**config.mk**
```make
export PLATFORM = sky130hd
export DESIGN_NAME = fbpa_ctrl
export DESIGN_NICKNAME = d
export VERILOG_FILES = /design/src/design/fbpa_pkg.sv /design/src/design/fbpa_ctrl.sv
export SDC_FILE = /design/constraint.sdc
export NUM_CORES = 1
export LEC_CHECK = 0
export BUFFER_PORTS_ARGS = -buffer_cell sky130_fd_sc_hd__buf_2
export CORE_AREA = 3 3 40 42
export CTS_BUF_LIST = sky130_fd_sc_hd__clkbuf_8
export CTS_CLUSTER_DIAMETER = 100
export DETAILED_ROUTE_END_ITERATION = 8
export DIE_AREA = 0 0 43 45
export GPL_TIMING_DRIVEN = 1
export PLACE_DENSITY = 0.33
export SLEW_MARGIN = 20
export SYNTH_ARGS = -nofsm -noshare
export SYNTH_HDL_FRONTEND = slang
export SYNTH_SLANG_ARGS = --single-unit
```
**constraint.sdc**
```tcl
create_clock -name i_clk -period 1.1 [get_ports i_clk]
set_input_delay 0.22 -clock i_clk [delete_from_list [all_inputs] [get_ports i_clk]]
set_output_delay 0.22 -clock i_clk [all_outputs]
set_load 0.01 [all_outputs]
```
**src/design/fbpa_pkg.sv**
```systemverilog
`timescale 1ns / 1ps
// Types, codes and constants shared by the block pool allocator modules
package fbpa_pkg;

    localparam int MAX_BLOCKS_DEF = 1024;
    localparam int TOTAL_RST_CAP  = 1024;

    localparam int IDX_W     = 10;
    localparam int CNT_W     = 11;
    localparam int SIZE_W    = 13;
    localparam int OFS_W     = 22;
    localparam int CFG_IDX_W = 1;

    localparam logic [SIZE_W-1:0] BSIZE_MIN = 13'd8;
    localparam logic [SIZE_W-1:0] BSIZE_MAX = 13'd4096;
    localparam logic [SIZE_W-1:0] BSIZE_RST = 13'd64;

    localparam logic [CFG_IDX_W-1:0] CFG_TOTAL_BLOCKS = 1'b0;
    localparam logic [CFG_IDX_W-1:0] CFG_BLOCK_SIZE   = 1'b1;

    typedef enum logic [1:0] {
        ACT_ALLOC = 2'd0,
        ACT_FREE  = 2'd1,
        ACT_RESET = 2'd2,
        ACT_NOP   = 2'd3
    } t_action;

    typedef enum logic [1:0] {
        STAT_OK    = 2'd0,
        STAT_EMPTY = 2'd1,
        STAT_RANGE = 2'd2,
        STAT_FULL  = 2'd3
    } t_status;

    typedef struct packed {
        t_action          action;
        logic [IDX_W-1:0] block_index;
    } t_cmd_in;

    typedef struct packed {
        t_status          status;
        logic [IDX_W-1:0] granted_index;
        logic [OFS_W-1:0] byte_offset;
        logic [CNT_W-1:0] free_count;
    } t_result;

    // datapath operations issued by the controller
    typedef enum logic [2:0] {
        DP_IDLE,
        DP_REPORT,
        DP_PUSH,
        DP_MARK,
        DP_LINK_RD,
        DP_LINK_POP,
        DP_RESTART
    } t_dp_op;

    typedef struct packed {
        t_dp_op  op;
        t_status code;
    } t_dp_ctl;

    typedef struct packed {
        logic free_zero;
        logic head_valid;
        logic mark_avail;
        logic idx_oor;
        logic pool_full;
    } t_dp_flags;

    typedef enum logic {
        ST_IDLE,
        ST_POP
    } t_state;

endpackage

```
**src/design/fbpa_ctrl.sv**
```systemverilog
`timescale 1ns / 1ps
// Controller state machine: decodes each command into datapath operations
module fbpa_ctrl (
    input  logic                i_clk,
    input  logic                i_rst_n,
    input  logic                i_start,
    input  fbpa_pkg::t_action   i_action,
    input  fbpa_pkg::t_dp_flags i_flags,
    output logic                o_busy,
    output fbpa_pkg::t_dp_ctl   o_ctl
);
    import fbpa_pkg::*;

    t_state r_state;
    t_state n_state;

    always_ff @(posedge i_clk) begin
        if (!i_rst_n) begin
            r_state <= ST_IDLE;
        end else begin
            r_state <= n_state;
        end
    end

    always_comb begin
        n_state    = r_state;
        o_ctl.op   = DP_IDLE;
        o_ctl.code = STAT_OK;
        o_busy     = 1'b0;
        unique case (r_state)
            ST_IDLE: begin
                if (i_start) begin
                    unique case (i_action)
                        ACT_ALLOC: begin
                            if (i_flags.free_zero) begin
                                o_ctl.op   = DP_REPORT;
                                o_ctl.code = STAT_EMPTY;
                            end else if (i_flags.head_valid) begin
                                // successor of the head comes back from the link RAM
                                o_ctl.op = DP_LINK_RD;
                                n_state  = ST_POP;
                            end else if (i_flags.mark_avail) begin
                                o_ctl.op = DP_MARK;
                            end else begin
                                // only reachable after a double free
                                o_ctl.op   = DP_REPORT;
                                o_ctl.code = STAT_EMPTY;
                            end
                        end
                        ACT_FREE: begin
                            if (i_flags.idx_oor) begin
                                o_ctl.op   = DP_REPORT;
                                o_ctl.code = STAT_RANGE;
                            end else if (i_flags.pool_full) begin
                                o_ctl.op   = DP_REPORT;
                                o_ctl.code = STAT_FULL;
                            end else begin
                                o_ctl.op = DP_PUSH;
                            end
                        end
                        ACT_RESET: begin
                            o_ctl.op = DP_RESTART;
                        end
                        ACT_NOP: begin
                            o_ctl.op = DP_REPORT;
                        end
                        default: begin
                            o_ctl.op = DP_IDLE;
                        end
                    endcase
                end
            end
            ST_POP: begin
                o_busy   = 1'b1;
                o_ctl.op = DP_LINK_POP;
                n_state  = ST_IDLE;
            end
            default: begin
                n_state = ST_IDLE;
            end
        endcase
    end

endmodule

```
==> results of run 1 <==
routing by layer:
metal	part of all wire	up-vias	wire length [µm]
met3	0.086	0	56
met1	0.40	108	261
met4	0	0	0
met5	0	-	0
met2	0.51	11	333
li1	-	127	-
power by group through the flow:
stage	Sequential, mW	Clock (mW)	Combinational, mW
after floorplan	0.0380	0	0.0441
after global placement	0.0376	0	0.101
after detailed placement	0.0377	0	0.103
after CTS	0.0377	0	0.127
after global routing	0.0377	0	0.145
final	0.0376	0	0.133
cell type report:
cell class	count	area (µm²)
repair buffers	25	191
inverters	3	11.3
well taps	15	18.8
fillers	159	875
flip-flops and latches	1	21.3
multi-input cells	17	168
through the flow:
step | TNS [ns] | hold WS (ns)
final | -0.431 | 0.488
after global routing | -0.681 | 0.503
after global placement | -0.684 | 0.488
after detailed placement | -0.700 | 0.491
after floorplan | -0.0816 | 0.284
after CTS | -0.447 | 0.492
logic make-up after synthesis:
| group | count (synthesis) |
|---|---|
| simple gates | 10 |
| compound gates | 7 |
| flops | 1 |
| buf+inv | 3 |
worst min-delay path, delay by kind of cell:
kind	cells	cell delay (ns)
buf+inv	2	0.17
simple gates	1	0.05
layout by cell type (no fill, tap or decap), types with 2 or more instances in the layout:
| cell type | Yosys | layout |
|---|---|---|
| buf_2 | 0 | 9 |
| inv_1 | 3 | 2 |
| buf_4 | 0 | 9 |
| o21bai_1 | 2 | 2 |
| buf_6 | 0 | 7 |
final timing paths:
check                     startpoint  cells past startpoint  slack (ns)                  to
setup / recovery         i_action[1]                      4       -0.15            o_ctl[0]
hold / removal               i_rst_n                      3        0.49  r_state$_SDFF_PP0_
setup reg to reg  r_state$_SDFF_PP0_                      4       -0.07  r_state$_SDFF_PP0_
hold reg to reg   r_state$_SDFF_PP0_                      4        0.72  r_state$_SDFF_PP0_
repair_timing:
| item | in CTS | in global routing |
|---|---|---|
| setup buffers | 1 | 1 |
| pin swaps | 3 | 4 |
| gates resized for setup | 10 | 3 |
| endpoints found under the hold margin | 0 | 0 |
| setup endpoints to repair | 6 | 6 |
==> reports/results.tsv, run 1 <==
metric	value	unit
status	finished with violations	
violations	negative setup slack	
place_ws	-0.178	ns
synth_mux_area_frac	0	
critPathBufInv	2	
grt_max_degree	7	
drv_slew	0	
relSlewSlack	0.773	
synth_common_cells	3 x inv_1, 2 x nand2b_1, 2 x nor2_1, 2 x nor3_1, 2 x o21bai_1	
hold_buffers	0	
yosys.area.top_type_share	0.132	
ys.flop_type	dfxtp_1	
period_minus_slack	1.25	ns
viasPerCell	4.03	
fin_nets	58	
clk_pin_slew	0	ns
grt_pass1_vias	261	
ios	16	
hold_viol_final	0	
critical_path_required	0.88	ns
ant_nets	0	
crit_family	simple AND/OR/NAND/NOR gates	
setup_slack	-0.147	ns
synth_edf_count	0	
path_cells	buf_6 > or3_4 > a211oi_4 > buf_2	
vias	246	
switchingPower	0.0562	mW
synth_compound_area_frac	0.349	
ys_ff_latch	1	
hp-class	input pin to register	
ys_warn_count	0	
ir_drop	142	µV
clkPwrFrac	0	
drtIter0Drc	0	
die_h	45	µm
grt_overflow_total	0	
drive_gt1_frac	0.783	
gp_congestion	0.653	
worst_path_max_delay_cell	or3_4	
synthesis.instances	21	
cp_max_fo	3	
fin_total_pwr	0.171	mW
ys_seq_area_frac	0.124	
power.internal	0.114	mW
dieArea	1940	µm²
finClkSkew	0	ns
finish.utilization	0.319	
synth_cell_types	15	
placed_area	332	µm²
crit_type	input pin to output port	
grt.met3_usage	0	
fmax	0.802	GHz
drc	0	
p_leak	0.197	nW
synthSimpleGateAreaFrac	0.457	
totalWireLength	651	µm
antenna_found_initial	0	
swShare	0.329	
initial_core_util	0.126	
setup_viol	5	
largest_reg_flops	1	
place_inst	59	
track_usage	0.0756	
max_slew.worst_pin.slew	0.338	ns
syn2layout_area_growth	154	%
synth_area_leaders	nor4_4 13%, dfxtp_1 12%, o21bai_1 9.3%	
final_cells	61	
use_met1	0.0957	
power_density	416	nW/µm²
reg.largest.list	r_state x1	
first_pass_iters	1	
fin_crit_sh	1.13	
grt_pass1_wl	1.17	mm
synth_most_common_cell	inv_1	
startpoint_type	input pin	
cp_slowest_stage_delay	0.40	ns
synth_xor_area_frac	0	
cp.arrival	1.03	ns
async_flop_share	0	
core	1280	µm²
drt-wirelength-per-cell	10.7	µm
regMostFlops	r_state	
pwr-share-comb	0.780	
clkLatencyLatePin	0	ns
synth_fa_ha_area_frac	0	
io_buffers	15	
maxCapViolations	0	
insertedDiodeCount	0	
syn_avg_cell_area	7.69	µm²
crit_path_end_kind	output port	
yosysTopAreaCell	nor4_4	
met2_usage	0.153	
netlist_area	161	µm²
power_frac_seq	0.220	
rsz0062_at_grt	yes	
globalRoute.busiestLayer	met2	
syn_nets	31	
final_area	410	µm²
rows	13	
die_w	43	µm
synth_top_family_by_area	simple AND/OR/NAND/NOR gates	
Power figures use the tool's default switching activity.
==> run 2, diff against run 1 <==
--- a/config.mk
+++ b/config.mk
@@ -13,6 +13,8 @@
 export DIE_AREA = 0 0 43 45
 export GPL_TIMING_DRIVEN = 1
 export PLACE_DENSITY = 0.33
+export SETUP_SLACK_MARGIN = 0.3
+export SKIP_CTS_REPAIR_TIMING = 1
 export SLEW_MARGIN = 20
 export SYNTH_ARGS = -nofsm -noshare
 export SYNTH_HDL_FRONTEND = slang
==> run 2 against run 1 <==
Compared with the run above: the flow still finishes with violations (negative setup slack); combinational power decreased by 8%; worst setup slack got worse by 0.018 ns; sequential share of layout area increased by 0.30 points; total power decreased by 6.3%; core utilization decreased by 1.8 points; clock skew unchanged; register-to-register slack got worse by 0.02 ns; critical endpoint unchanged; highest routed layer unchanged.
==> reports/results.tsv, run 2 (synthesis results as in run 1) <==
metric	value	unit	change
status	finished with violations		
violations	negative setup slack		
power_density	412	nW/µm²	-0.83%
core	1280	µm²	unchanged
rsz0062_at_grt	yes		
setup_viol	5		unchanged
syn2layout_area_growth	140	%	
first_pass_iters	1		unchanged
regArea	21.3	µm²	unchanged
insertedDiodeCount	0		unchanged
drc	0		unchanged
maxCapViolations	0		unchanged
crit_path_end_kind	output port		
clk_pin_slew	0	ns	unchanged
drive_gt1_frac	0.773		-0.00988
relSlewSlack	0.742		-0.0308
finClkSkew	0	ns	unchanged
die_w	43	µm	unchanged
drtIter0Drc	0		unchanged
critPathBufInv	1		-1
final_area	388	µm²	-5.5%
layout_commonest_cell	buf_2		
dieArea	1940	µm²	unchanged
grt_overflow_total	0		unchanged
totalWireLength	602	µm	-7.5%
viasPerCell	4.08		+1.3%
fin_nets	56		-3.4%
largest_reg_flops	1		unchanged
grt_pass1_wl	869	µm	-26%
placed_area	328	µm²	-1.1%
path_cells	or3_4 > a211oi_4 > buf_2		
hold_viol_final	0		unchanged
reg.largest.list	r_state x1		
startpoint_type	register		
io_buffers	15		unchanged
place_inst	57		-3.4%
initial_core_util	0.126		unchanged
regMostFlops	r_state		
layout_common_cells	10 x buf_2, 7 x buf_4, 6 x buf_6		
grt_pass1_vias	205		-21%
hp-class	input pin to register		
crit_family	simple AND/OR/NAND/NOR gates		
antenna_found_initial	0		unchanged
fin_hold_ws	0.489	ns	+0.000748 ns
drv_slew	0		unchanged
track_usage	0.0565		-0.0191
clkLatencyLatePin	0	ns	unchanged
gp_congestion	0.645		-1.2%
tns	-0.499	ns	-0.0684 ns
vias	241		-2.0%
drt-wirelength-per-cell	10.2	µm	-4.4%
worst_path_max_delay_cell	or3_4		
nFillCells	151		-5.0%
fin_crit_sh	1.15		+0.0159
crit_type	register to output port		
max_slew.worst_pin.slew	0.384	ns	+0.0458 ns
die_h	45	µm	unchanged
cp_slowest_stage_delay	0.42	ns	+0.02 ns
place_hpwl	504	µm	
fmax	0.791	GHz	-1.4%
ant_nets	0		unchanged
critical_path_required	0.88	ns	about the same
cp.arrival	1.04	ns	about the same
ir_drop	146	µV	+2.9%
ios	16		unchanged
cp_max_fo	3		unchanged
final_cells	59		-3.3%
fin_total_pwr	0.160	mW	-6.3%
p_leak	0.187	nW	-5.0%
grt_max_degree	8		+1
rows	13		unchanged
setup_slack	-0.165	ns	-0.0175 ns
period_minus_slack	1.26	ns	+0.0175 ns
multi_input_area	166	µm²	-0.75%
run 2: where the power goes:
group / switching (mW) / total [mW] / internal (mW)
registers: 0.000259 / 0.0377 / 0.0374
logic: 0.0540 / 0.122 / 0.0683
clock network: 0 / 0 / 0
total: 0.0542 / 0.160 / 0.106
run 2: worst paths after layout:
kind	slack, ns	cells past startpoint	end	start
max reg2reg	-0.09	4	r_state$_SDFF_PP0_	r_state$_SDFF_PP0_
max	-0.16	3	o_ctl[0]	r_state$_SDFF_PP0_
min	0.49	3	r_state$_SDFF_PP0_	i_rst_n
min reg2reg	0.74	4	r_state$_SDFF_PP0_	r_state$_SDFF_PP0_
run 2: area by class of cell:
class,count,share of cell area
Tap cell,15,0.0484
Sequential cell,1,0.0548
Inverter,3,0.0290
Multi-Input combinational cell,17,0.429
Timing Repair Buffer,23,0.439
run 2: worst reg2reg max path: stages, from the launching register on:
cell and delay [ns]:
dfxtp_2 0.30, or3_4 0.42, buf_4 0.15, buf_6 0.11, nor4_4 0.11
run 2: per-layer routing:
layer  part of all wire  GRT usage
met5                  0          0
met4                  0          0
met2               0.59      0.114
met1               0.34     0.0646
met3              0.066     0.0120
run 2: through the flow:
stage	setup WS, ns	util
final	-0.165	0.302
after global routing	-0.205	0.302
after CTS	-0.190	0.255
after detailed placement	-0.188	0.255
after global placement	-0.164	0.255
after floorplan	-0.0807	-
